**src/rtl/assert_macros.svh**
```systemverilog
// Assertion macros for the deframer RTL.
// No dependencies; included by files that carry concurrent checks.
`ifndef ASSERT_MACROS_SVH
`define ASSERT_MACROS_SVH

// Check a property on every rising edge outside reset.
`define RCD_ASSERT(lbl, clk, rst_n, prop, msg) \
  lbl: assert property (@(posedge clk) disable iff (!rst_n) (prop)) else $error(msg);

// Check that a condition implies a property in the cycle after it holds.
`define RCD_ASSERT_NEXT(lbl, clk, rst_n, ante, cons, msg) \
  lbl: assert property (@(posedge clk) disable iff (!rst_n) (ante) |=> (cons)) else $error(msg);

`endif

```
**src/rtl/rcd_pkg.sv**
```systemverilog
// Shared types and constants of the RTMP chunk deframer.
// No dependencies; imported by every module of the block.
`timescale 1ns / 1ps

package rcd_pkg;

  localparam int STREAM_W = 17;
  localparam logic [23:0] STAMP_ESCAPE = 24'hFFFFFF;
  localparam logic [23:0] CHUNK_SIZE_RESET = 24'd128;
  localparam logic [16:0] ID1_BASE = 17'd64;

  localparam logic [1:0] ST_OK = 2'd0;
  localparam logic [1:0] ST_BODY = 2'd1;
  localparam logic [1:0] ST_FULL = 2'd2;

  // Per chunk stream context kept in the context memory.
  typedef struct packed {
    logic [7:0]  msg_type;
    logic [31:0] msg_index;
    logic [23:0] msg_len;
    logic [23:0] stamp_field;
    logic [31:0] stamp_time;
    logic [23:0] received;
    logic        absolute;
  } ctx_t;

  // Message header length by fmt.
  function automatic logic [3:0] msg_hdr_len(input logic [1:0] fmt);
    logic [3:0] n;
    case (fmt)
      2'd0: n = 4'd11;
      2'd1: n = 4'd7;
      2'd2: n = 4'd3;
      default: n = 4'd0;
    endcase
    return n;
  endfunction

endpackage

```
**src/rtl/rtmp_chunk_deframer.sv**
```systemverilog
// Top level of the RTMP chunk deframer: header parser, context handling, output register.
// Depends on rcd_pkg, rcd_slot_cam, rcd_ctx_mem and assert_macros.svh.
`timescale 1ns / 1ps

// Channel   Direction  Width  Contents
// in_*      input      8      tdata: data_byte
// out_*     output     128    tdata: payload, stream id, type, index, body size, timestamp
//                             tlast: last_of_message, tuser: status
// cfg_*     input      24     data: chunk_size
//
// One byte is taken per cycle unless the output stalls or a lookup is pending. After
// the byte that completes a basic header, the stream context is read from memory.
// Reset (rst_n low, synchronous) clears the parser, the stream table valid bits and the
// output register; chunk_size returns to 128. The context memory needs no clearing.
// A stalled output holds the input off; an error result halts input until reset.

module rtmp_chunk_deframer
  import rcd_pkg::*;
#(
  parameter int NUM_CONTEXTS = 8
) (
  input  logic         clk,
  input  logic         rst_n,
  input  logic         in_tvalid,
  output logic         in_tready,
  input  logic [7:0]   in_tdata,   // [7:0] data_byte
  output logic         out_tvalid,
  input  logic         out_tready,
  output logic [127:0] out_tdata,  // [7:0] payload_byte, [24:8] chunk_stream_id,
                                   // [32:25] message_type, [64:33] msg_stream_id,
                                   // [88:65] msg_length, [120:89] timestamp, rest zero
  output logic         out_tlast,  // last_of_message
  output logic [1:0]   out_tuser,  // [1:0] status
  input  logic         cfg_valid,
  output logic         cfg_ready,
  input  logic [23:0]  cfg_data    // chunk_size
);

  `include "assert_macros.svh"

  localparam int SW = (NUM_CONTEXTS > 1) ? $clog2(NUM_CONTEXTS) : 1;

  localparam logic [2:0] PH_BASIC   = 3'd0;
  localparam logic [2:0] PH_ID1     = 3'd1;
  localparam logic [2:0] PH_ID2     = 3'd2;
  localparam logic [2:0] PH_MSGHDR  = 3'd3;
  localparam logic [2:0] PH_EXTTS   = 3'd4;
  localparam logic [2:0] PH_PAYLOAD = 3'd5;
  localparam logic [2:0] PH_LOOKUP  = 3'd6;

  typedef struct packed {
    logic        err;
    ctx_t        ctx;
    logic [2:0]  phase;
    logic [23:0] cbl;
    logic [31:0] ext;
  } step_t;

  // Resolve a finished header: cut the chunk, complete an empty message, or flag a bad length.
  function automatic step_t after_ext(input ctx_t c, input logic [31:0] e,
                                      input logic [23:0] cs);
    step_t r;
    logic [23:0] rest;
    r.err   = 1'b0;
    r.ctx   = c;
    r.phase = PH_BASIC;
    r.cbl   = '0;
    r.ext   = e;
    rest    = c.msg_len - c.received;
    if (c.msg_len < c.received) begin
      r.err = 1'b1;
    end else if (rest == '0) begin
      r.ctx.stamp_time = e + (c.absolute ? 32'd0 : c.stamp_time);
      r.ctx.received   = '0;
    end else begin
      r.cbl   = (rest < cs) ? rest : cs;
      r.phase = PH_PAYLOAD;
    end
    return r;
  endfunction

  function automatic step_t after_msg(input ctx_t c, input logic [23:0] cs);
    step_t r;
    if (c.stamp_field == STAMP_ESCAPE) begin
      r.err   = 1'b0;
      r.ctx   = c;
      r.phase = PH_EXTTS;
      r.cbl   = '0;
      r.ext   = '0;
    end else begin
      r = after_ext(c, {8'd0, c.stamp_field}, cs);
    end
    return r;
  endfunction

  logic [2:0]          phase_r, phase_nxt;
  logic [3:0]          hbc_r, hbc_nxt;
  logic [1:0]          fmt_r, fmt_nxt;
  logic [STREAM_W-1:0] stream_r, stream_nxt;
  logic [SW-1:0]       slot_r, slot_nxt;
  logic                new_r, new_nxt;
  logic [23:0]         cbl_r, cbl_nxt;
  logic [31:0]         ext_r, ext_nxt;
  logic                halted_r, halted_nxt;
  ctx_t                ctx_r, ctx_nxt;
  logic [23:0]         csize_r;
  logic [23:0]         cs_eff;

  logic                out_valid_r;
  logic [127:0]        out_data_r;
  logic                out_last_r;
  logic [1:0]          out_user_r;

  logic                res_valid;
  logic [7:0]          res_byte;
  logic [STREAM_W-1:0] res_stream;
  logic [7:0]          res_type;
  logic [31:0]         res_index;
  logic [23:0]         res_body;
  logic [31:0]         res_stamp;
  logic                res_last;
  logic [1:0]          res_status;

  logic                out_free, acc, lk_go, begin_chunk, ctx_we, mem_re;
  logic [7:0]          b;
  logic [STREAM_W-1:0] id_cand;
  logic                cam_hit, cam_full;
  logic [SW-1:0]       cam_slot;
  ctx_t                mem_rdata;

  assign b         = in_tdata;
  assign out_free  = !out_valid_r || out_tready;
  assign in_tready = !halted_r && (phase_r != PH_LOOKUP) && out_free;
  assign acc       = in_tvalid && in_tready;
  assign lk_go     = (phase_r == PH_LOOKUP) && out_free && !halted_r;
  assign cs_eff    = (csize_r == '0) ? 24'd1 : csize_r;
  assign cfg_ready = 1'b1;

  // Candidate chunk stream id from the current basic header byte.
  always_comb begin
    id_cand     = '0;
    begin_chunk = 1'b0;
    unique case (phase_r)
      PH_BASIC: begin
        id_cand     = {11'd0, b[5:0]};
        begin_chunk = acc && (b[5:1] != 5'd0);
      end
      PH_ID1: begin
        id_cand     = ID1_BASE + {9'd0, b};
        begin_chunk = acc;
      end
      PH_ID2: begin
        id_cand     = ID1_BASE + {1'b0, b, stream_r[7:0]};
        begin_chunk = acc && (hbc_r != 4'd0);
      end
      default: begin
        id_cand     = '0;
        begin_chunk = 1'b0;
      end
    endcase
  end

  assign mem_re = begin_chunk && (cam_hit || !cam_full);

  rcd_slot_cam #(.N(NUM_CONTEXTS), .SW(SW)) u_cam (
    .clk       (clk),
    .rst_n     (rst_n),
    .lookup_id (id_cand),
    .alloc_en  (begin_chunk),
    .hit       (cam_hit),
    .full      (cam_full),
    .slot      (cam_slot)
  );

  rcd_ctx_mem #(.N(NUM_CONTEXTS), .SW(SW)) u_mem (
    .clk   (clk),
    .we    (ctx_we),
    .waddr (slot_r),
    .wdata (ctx_nxt),
    .re    (mem_re),
    .raddr (cam_slot),
    .rdata (mem_rdata)
  );

  always_comb begin
    ctx_t  w;
    step_t st;
    logic  last;
    phase_nxt  = phase_r;
    hbc_nxt    = hbc_r;
    fmt_nxt    = fmt_r;
    stream_nxt = stream_r;
    slot_nxt   = slot_r;
    new_nxt    = new_r;
    cbl_nxt    = cbl_r;
    ext_nxt    = ext_r;
    halted_nxt = halted_r;
    ctx_nxt    = ctx_r;
    ctx_we     = 1'b0;
    w          = ctx_r;
    st         = '0;
    last       = 1'b0;
    res_valid  = 1'b0;
    res_byte   = '0;
    res_stream = stream_r;
    res_type   = '0;
    res_index  = '0;
    res_body   = '0;
    res_stamp  = '0;
    res_last   = 1'b0;
    res_status = ST_OK;

    if (begin_chunk) begin
      stream_nxt = id_cand;
      hbc_nxt    = '0;
      if (phase_r == PH_BASIC) fmt_nxt = b[7:6];
      if (!cam_hit && cam_full) begin
        // No free context: report and stop.
        res_valid  = 1'b1;
        res_stream = id_cand;
        res_status = ST_FULL;
        halted_nxt = 1'b1;
      end else begin
        slot_nxt  = cam_slot;
        new_nxt   = !cam_hit;
        phase_nxt = PH_LOOKUP;
      end
    end else if (acc) begin
      unique case (phase_r)
        PH_BASIC: begin
          fmt_nxt   = b[7:6];
          hbc_nxt   = '0;
          phase_nxt = (b[5:0] == 6'd0) ? PH_ID1 : PH_ID2;
        end
        PH_ID2: begin
          stream_nxt = {9'd0, b};
          hbc_nxt    = 4'd1;
        end
        PH_MSGHDR: begin
          case (hbc_r)
            4'd0: w.stamp_field[23:16] = b;
            4'd1: w.stamp_field[15:8]  = b;
            4'd2: w.stamp_field[7:0]   = b;
            4'd3: w.msg_len[23:16]     = b;
            4'd4: w.msg_len[15:8]      = b;
            4'd5: w.msg_len[7:0]       = b;
            4'd6: w.msg_type           = b;
            4'd7: w.msg_index[7:0]     = b;
            4'd8: w.msg_index[15:8]    = b;
            4'd9: w.msg_index[23:16]   = b;
            4'd10: w.msg_index[31:24]  = b;
            default: w = ctx_r;
          endcase
          hbc_nxt = 4'(hbc_r + 4'd1);
          ctx_we  = 1'b1;
          ctx_nxt = w;
          if (hbc_nxt == msg_hdr_len(fmt_r)) begin
            hbc_nxt = '0;
            st      = after_msg(w, cs_eff);
            if (st.err) begin
              res_valid  = 1'b1;
              res_status = ST_BODY;
              halted_nxt = 1'b1;
            end
            ctx_nxt   = st.ctx;
            phase_nxt = st.phase;
            cbl_nxt   = st.cbl;
            ext_nxt   = st.ext;
          end
        end
        PH_EXTTS: begin
          ext_nxt = {ext_r[23:0], b};
          hbc_nxt = 4'(hbc_r + 4'd1);
          if (hbc_r == 4'd3) begin
            hbc_nxt = '0;
            st      = after_ext(ctx_r, ext_nxt, cs_eff);
            if (st.err) begin
              res_valid  = 1'b1;
              res_status = ST_BODY;
              halted_nxt = 1'b1;
            end
            ctx_we    = 1'b1;
            ctx_nxt   = st.ctx;
            phase_nxt = st.phase;
            cbl_nxt   = st.cbl;
          end
        end
        PH_PAYLOAD: begin
          w.received = ctx_r.received + 24'd1;
          cbl_nxt    = cbl_r - 24'd1;
          last       = (w.received == ctx_r.msg_len);
          res_valid  = 1'b1;
          res_byte   = b;
          res_type   = ctx_r.msg_type;
          res_index  = ctx_r.msg_index;
          res_body   = ctx_r.msg_len;
          res_last   = last;
          if (last) begin
            w.stamp_time = ext_r + (ctx_r.absolute ? 32'd0 : ctx_r.stamp_time);
            w.received   = '0;
            res_stamp    = w.stamp_time;
            phase_nxt    = PH_BASIC;
          end else if (cbl_nxt == '0) begin
            phase_nxt = PH_BASIC;
          end
          ctx_we  = 1'b1;
          ctx_nxt = w;
        end
        default: begin
          phase_nxt = PH_BASIC;
        end
      endcase
    end else if (lk_go) begin
      // Context arrives from memory; a new stream starts from zero.
      w = new_r ? '0 : mem_rdata;
      if (w.received == '0) w.absolute = 1'b0;
      if (fmt_r == 2'd0) w.absolute = 1'b1;
      ctx_we  = 1'b1;
      ctx_nxt = w;
      if (msg_hdr_len(fmt_r) != 4'd0) begin
        phase_nxt = PH_MSGHDR;
      end else begin
        st = after_msg(w, cs_eff);
        if (st.err) begin
          res_valid  = 1'b1;
          res_status = ST_BODY;
          halted_nxt = 1'b1;
        end
        ctx_nxt   = st.ctx;
        phase_nxt = st.phase;
        cbl_nxt   = st.cbl;
        ext_nxt   = st.ext;
      end
    end

    // Error results carry only the stream id and status.
    if (res_status != ST_OK) begin
      res_byte  = '0;
      res_type  = '0;
      res_index = '0;
      res_body  = '0;
      res_stamp = '0;
      res_last  = 1'b0;
    end
  end

  always_ff @(posedge clk) begin
    if (!rst_n) begin
      phase_r  <= PH_BASIC;
      hbc_r    <= '0;
      fmt_r    <= '0;
      stream_r <= '0;
      slot_r   <= '0;
      new_r    <= 1'b0;
      cbl_r    <= '0;
      ext_r    <= '0;
      halted_r <= 1'b0;
      csize_r  <= CHUNK_SIZE_RESET;
    end else begin
      phase_r  <= phase_nxt;
      hbc_r    <= hbc_nxt;
      fmt_r    <= fmt_nxt;
      stream_r <= stream_nxt;
      slot_r   <= slot_nxt;
      new_r    <= new_nxt;
      cbl_r    <= cbl_nxt;
      ext_r    <= ext_nxt;
      halted_r <= halted_nxt;
      if (cfg_valid) csize_r <= cfg_data;
    end
  end

  // Working copy of the current context; the memory is written through.
  always_ff @(posedge clk) begin
    ctx_r <= ctx_nxt;
  end

  // Output register: load a new result, drop the old one once taken.
  always_ff @(posedge clk) begin
    if (!rst_n) begin
      out_valid_r <= 1'b0;
    end else if (res_valid) begin
      out_valid_r <= 1'b1;
    end else if (out_tready) begin
      out_valid_r <= 1'b0;
    end
  end

  always_ff @(posedge clk) begin
    if (res_valid) begin
      out_data_r <= {7'd0, res_stamp, res_body, res_index, res_type, res_stream, res_byte};
      out_last_r <= res_last;
      out_user_r <= res_status;
    end
  end

  assign out_tvalid = out_valid_r;
  assign out_tdata  = out_data_r;
  assign out_tlast  = out_last_r;
  assign out_tuser  = out_user_r;

  `RCD_ASSERT(a_no_rw_clash, clk, rst_n, !(ctx_we && mem_re), "context read and write collide")
  `RCD_ASSERT(a_halt_blocks, clk, rst_n, !(halted_r && in_tready), "input taken while halted")
  `RCD_ASSERT_NEXT(a_halt_sticks, clk, rst_n, halted_r, halted_r, "halt released before reset")
  `RCD_ASSERT(a_no_overrun, clk, rst_n, !(res_valid && !out_free), "result overwrote output")

endmodule

```
**src/rtl/rcd_slot_cam.sv**
```systemverilog
// Chunk stream id match table: valid bits and ids in flops, parallel compare.
// Depends on rcd_pkg.
`timescale 1ns / 1ps

module rcd_slot_cam
  import rcd_pkg::*;
#(
  parameter int N  = 8,
  parameter int SW = 3
) (
  input  logic                clk,
  input  logic                rst_n,
  input  logic [STREAM_W-1:0] lookup_id,
  input  logic                alloc_en,
  output logic                hit,
  output logic                full,
  output logic [SW-1:0]       slot
);

  logic [N-1:0]        valid_r;
  logic [STREAM_W-1:0] id_r [N];
  logic [N-1:0]        hit_vec;
  logic [SW-1:0]       hit_slot;
  logic [SW-1:0]       free_slot;

  always_comb begin
    hit_slot  = '0;
    free_slot = '0;
    for (int i = N - 1; i >= 0; i--) begin
      hit_vec[i] = valid_r[i] && (id_r[i] == lookup_id);
      if (hit_vec[i]) hit_slot = SW'(i);
      if (!valid_r[i]) free_slot = SW'(i);
    end
  end

  assign hit  = |hit_vec;
  assign full = &valid_r;
  assign slot = hit ? hit_slot : free_slot;

  // Claim the lowest free entry for a new stream.
  always_ff @(posedge clk) begin
    if (!rst_n) begin
      valid_r <= '0;
    end else if (alloc_en && !hit && !full) begin
      valid_r[free_slot] <= 1'b1;
    end
  end

  always_ff @(posedge clk) begin
    if (alloc_en && !hit && !full) begin
      id_r[free_slot] <= lookup_id;
    end
  end

endmodule

```
**src/rtl/rcd_ctx_mem.sv**
```systemverilog
// Context memory: one write port, one read port, registered read data.
// Depends on rcd_pkg for the context record.
`timescale 1ns / 1ps

module rcd_ctx_mem
  import rcd_pkg::*;
#(
  parameter int N  = 8,
  parameter int SW = 3
) (
  input  logic          clk,
  input  logic          we,
  input  logic [SW-1:0] waddr,
  input  ctx_t          wdata,
  input  logic          re,
  input  logic [SW-1:0] raddr,
  output ctx_t          rdata
);

  ctx_t mem [N];

  always_ff @(posedge clk) begin
    if (we) begin
      mem[waddr] <= wdata;
    end
  end

  // Hold the read data until the next read.
  always_ff @(posedge clk) begin
    if (re) begin
      rdata <= mem[raddr];
    end
  end

endmodule
```
**config.mk**
```make
export PLATFORM = sky130hd
export DESIGN_NAME = rtmp_chunk_deframer
export DESIGN_NICKNAME = d
export VERILOG_FILES = /design/src/rtl/rcd_pkg.sv /design/src/rtl/rtmp_chunk_deframer.sv /design/src/rtl/rcd_slot_cam.sv /design/src/rtl/rcd_ctx_mem.sv
export VERILOG_INCLUDE_DIRS = /design/src /design/src/rtl
export SDC_FILE = /design/constraint.sdc
export NUM_CORES = 2
export LEC_CHECK = 0
export BUFFER_PORTS_ARGS = -buffer_cell sky130_fd_sc_hd__buf_4
export CORE_UTILIZATION = 25
export CTS_CLUSTER_DIAMETER = 120
export CTS_CLUSTER_SIZE = 28
export DETAILED_ROUTE_END_ITERATION = 6
export GPL_TIMING_DRIVEN = 0
export REMOVE_ABC_BUFFERS = 1
export SYNTH_ARGS = -nofsm -noshare
export SYNTH_HDL_FRONTEND = slang
export SYNTH_SLANG_ARGS = --single-unit
export TNS_END_PERCENT = 5
```
**constraint.sdc**
```tcl
create_clock -name clk -period 40.5 [get_ports clk]
set_input_delay 8.1 -clock clk [delete_from_list [all_inputs] [get_ports clk]]
set_output_delay 8.1 -clock clk [all_outputs]
set_load 0.005 [all_outputs]
```
==> flow_summary.ini <==
[clocking]
clockRootBuffer = clkbuf_16
cts_tree = built
clk_latency_ns = 0.81
cts_resized = 0
clock_path_buffers = 3
cts_setup_buffers = 0
clk_pin_slew_ns = 0.09
clkSinkCount = 1830
cts_hold_buf = 0
h-tree-depth = 3
numCtsBuffers = 82

[power]
power_density_nw_per_um2 = 60.2
p_leak_nw = 34.1
power_mw = 6.12
max-vdd-ir-drop_mv = 0.0481

[layout]
fin_util_pct = 28.6
drive_gt1_share_pct = 10.9
finalNetCount = 7342
fillCellCount = 35900
syn_to_final_growth_pct = 13.8

[min_path]
hold_end = stream_r[12]
hold_path.class = reg -> reg
worstHoldStart = stream_r[12]
hold_depth = 2

[global_routing]
grt_pass1_vias = 57800
grt_overflow = 0
antenna_found_initial = 27
grt_max_degree = 74
grtUsageTotal_pct = 14.8
grt_first_pass_wirelength_um = 397000

[route]
drc_errors = 46
wl_per_cell_um = 23.3
wl_um = 277000
first_iter_violations = 6314
vias = 59400
dr.pass1.iters = 7
ant_nets = 0
avgViaCountPerCell = 5.00

[placed_design]
place.gp.congestion = 0.947
hpwl_um = 200000
placement.io_buffers = 162

[worst_setup_path]
path_max_fanout = 3
r2r_cells = 16
reg2reg_from = hbc_r[2]
endpoint_kind = output port
worst_ep_required_time_ns = 32.40
cp-start-kind = primary input
worstSetupPathType = in -> out
reg2reg_to = u_mem.mem[6][31]
rrSetupSlack_ns = 31.75
arrival_ns = 9.19

[synthesis]
synth_ff_type = edfxtp_1
synth_area_leaders = edfxtp_1 53%, mux2i_1 11%, dfxtp_1 5.9%
yosys_warnings = 0
async_flop_share_pct = 0
ys_seq_elements = 1830
syn_inst = 6948
synth_seq_area_share_pct = 58.6
synth_top_area_share_pct = 52.6
synth_area_per_cell_um2 = 12.9
ys_types = 97
synth_top_area_cell = edfxtp_1
synth_edf_count = 1565
netlist_area_um2 = 89300

[sta]
finalCritPeriodShare_pct = 42.7
fmax_mhz = 57.8
finClkSkew_ns = 0.0906
drv_slew = 0
rsz0062_at_grt = false
final-hold-violation-count = 0
fin_crit_ns = 17.29
setup_viol = 0
tightest_slew_ns = 1.43
relSlewSlack_pct = 3.83
tns_ns = 0

[die]
start_util_pct = 25.1
chipWidth_um = 600
coreArea_um2 = 356000
dieArea_um2 = 360000
rows = 219
pin_count = 171
die_y_um = 600

[run_status]
status = finished with violations
violations = design-rule violations

[job]
maxCapViolCount = 0
[layer usage]
metal / up-vias / track usage, % / wire length, µm
li1: 26600 / - / -
met1: 29800 / 19.4 / 116000
met2: 2368 / 23.9 / 126000
met3: 511 / 2.44 / 19900
met4: 14 / 6.98 / 14500
met5: - / 0 / 81
[area by class of cell]
type                            instances  area (µm²)  share of cell area (%)
Clock inverter                         19         442                   0.435
Tap cell                             4751        5940                    5.85
Multi-Input combinational cell       4594       35200                    34.6
Sequential cell                      1830       52300                    51.5
Antenna cell                            3        7.51                 0.00739
Timing Repair Buffer                  369        4840                    4.77
Clock buffer                          134        2290                    2.25
Inverter                              162         612                   0.602
[stage by stage]
step	cell area [µm²]	hold slack [ns]	cells	worst slack, ns
final	102000	0.513	11900	23.21
after floorplan	87800	0.445	6586	5.95
after detailed placement	98800	0.491	11700	23.21
after CTS	102000	0.514	11900	23.21
after global routing	102000	0.538	11900	23.15
after global placement	94900	0.475	11500	-53.63
[flip-flops by register name (all words and copies together) (netlist names)]
signal         cells
fmt_r              2
new_r              1
hbc_r              4
cbl_r             24
ctx_r            145
out_tuser          2
out_tdata        121
out_tlast          1
u_mem.mem       1160
u_cam.id_r       136
u_mem.rdata      145
u_cam.valid_r      8
stream_r          17
csize_r           24
ext_r             32
halted_r           1
slot_r             3
phase_r            3
out_tvalid         1
[cells by family (layout without fill, tap and decap cells)]
family | after synthesis | count (layout) | share of synthesized area [%]
multiplexers | 1183 | 1183 | 13.6
other | 2 | 11 | 0.00841
XOR/XNOR | 335 | 335 | 3.29
AND/OR/NAND/NOR | 1532 | 1532 | 8.62
buffers and inverters | 530 | 684 | 2.41
flip-flops | 1830 | 1830 | 58.6
AO/OA/AOI/OAI | 1269 | 1269 | 9.74
adder cells (fa/ha/maj) | 267 | 267 | 3.80
[how the worst max path moves through the flow]
stage                           start            end  slack [ns]
final                      out_tready      in_tready       23.21
after floorplan           in_tdata[0]   out_tdata[0]        5.95
after global placement    in_tdata[1]  out_tdata[67]      -53.63
after global routing       out_tready      in_tready       23.15
after CTS                  out_tready      in_tready       23.21
after detailed placement   out_tready      in_tready       23.21
[where the power goes]
part | switching (mW) | internal, mW
logic | 1.62 | 0.931
registers | 0.141 | 2.38
clock network | 0.625 | 0.419
[layout by cell type (no fill, tap or decap), types with 60 or more instances in the layout]
cell | netlist | final
nor2b_1 | 119 | 119
mux2i_1 | 976 | 976
xor2_1 | 127 | 127
nor3_1 | 88 | 81
dfxtp_1 | 265 | 263
ha_1 | 259 | 259
o21ai_0 | 204 | 203
edfxtp_1 | 1565 | 1565
nor2_1 | 401 | 378
nand2_1 | 363 | 359
a21o_1 | 115 | 115
and3_1 | 121 | 120
mux2_2 | 205 | 205
a21oi_1 | 309 | 307
buf_4 | 23 | 168
nand3_1 | 91 | 89
clkbuf_16 | 0 | 84
inv_1 | 156 | 155
buf_12 | 0 | 99
a211oi_1 | 70 | 70
xnor2_1 | 208 | 208
buf_6 | 0 | 60
[cells in the mapped netlist, drive strengths merged, types with 18 or more instances]
cell,n
nor2b,119
a221o,48
nand2,363
dfxtp,265
or3,30
buf,103
o211ai,35
a211oi,70
nor3,88
nor4,50
o221ai,30
mux2i,978
o21ai,211
inv,159
a32o,23
and3,121
nand3,91
a22oi,59
nor2,403
o21a,40
a31oi,53
xor2,127
and2,57
a21oi,312
nor3b,18
or4,23
nand2b,33
a221oi,18
nand4,53
a222oi,31
edfxtp,1565
mux2,205
o31ai,37
xnor2,208
o21bai,25
ha,259
clkbuf,265
a21o,115
o22ai,30
[worst max-delay path, cell delays in order]
cell	delay [ns]
buf_4	0.11
nor2b_1	0.53
a211oi_1	0.19
buf_4	0.26
Note: power is estimated with default switching activity, not from simulation.
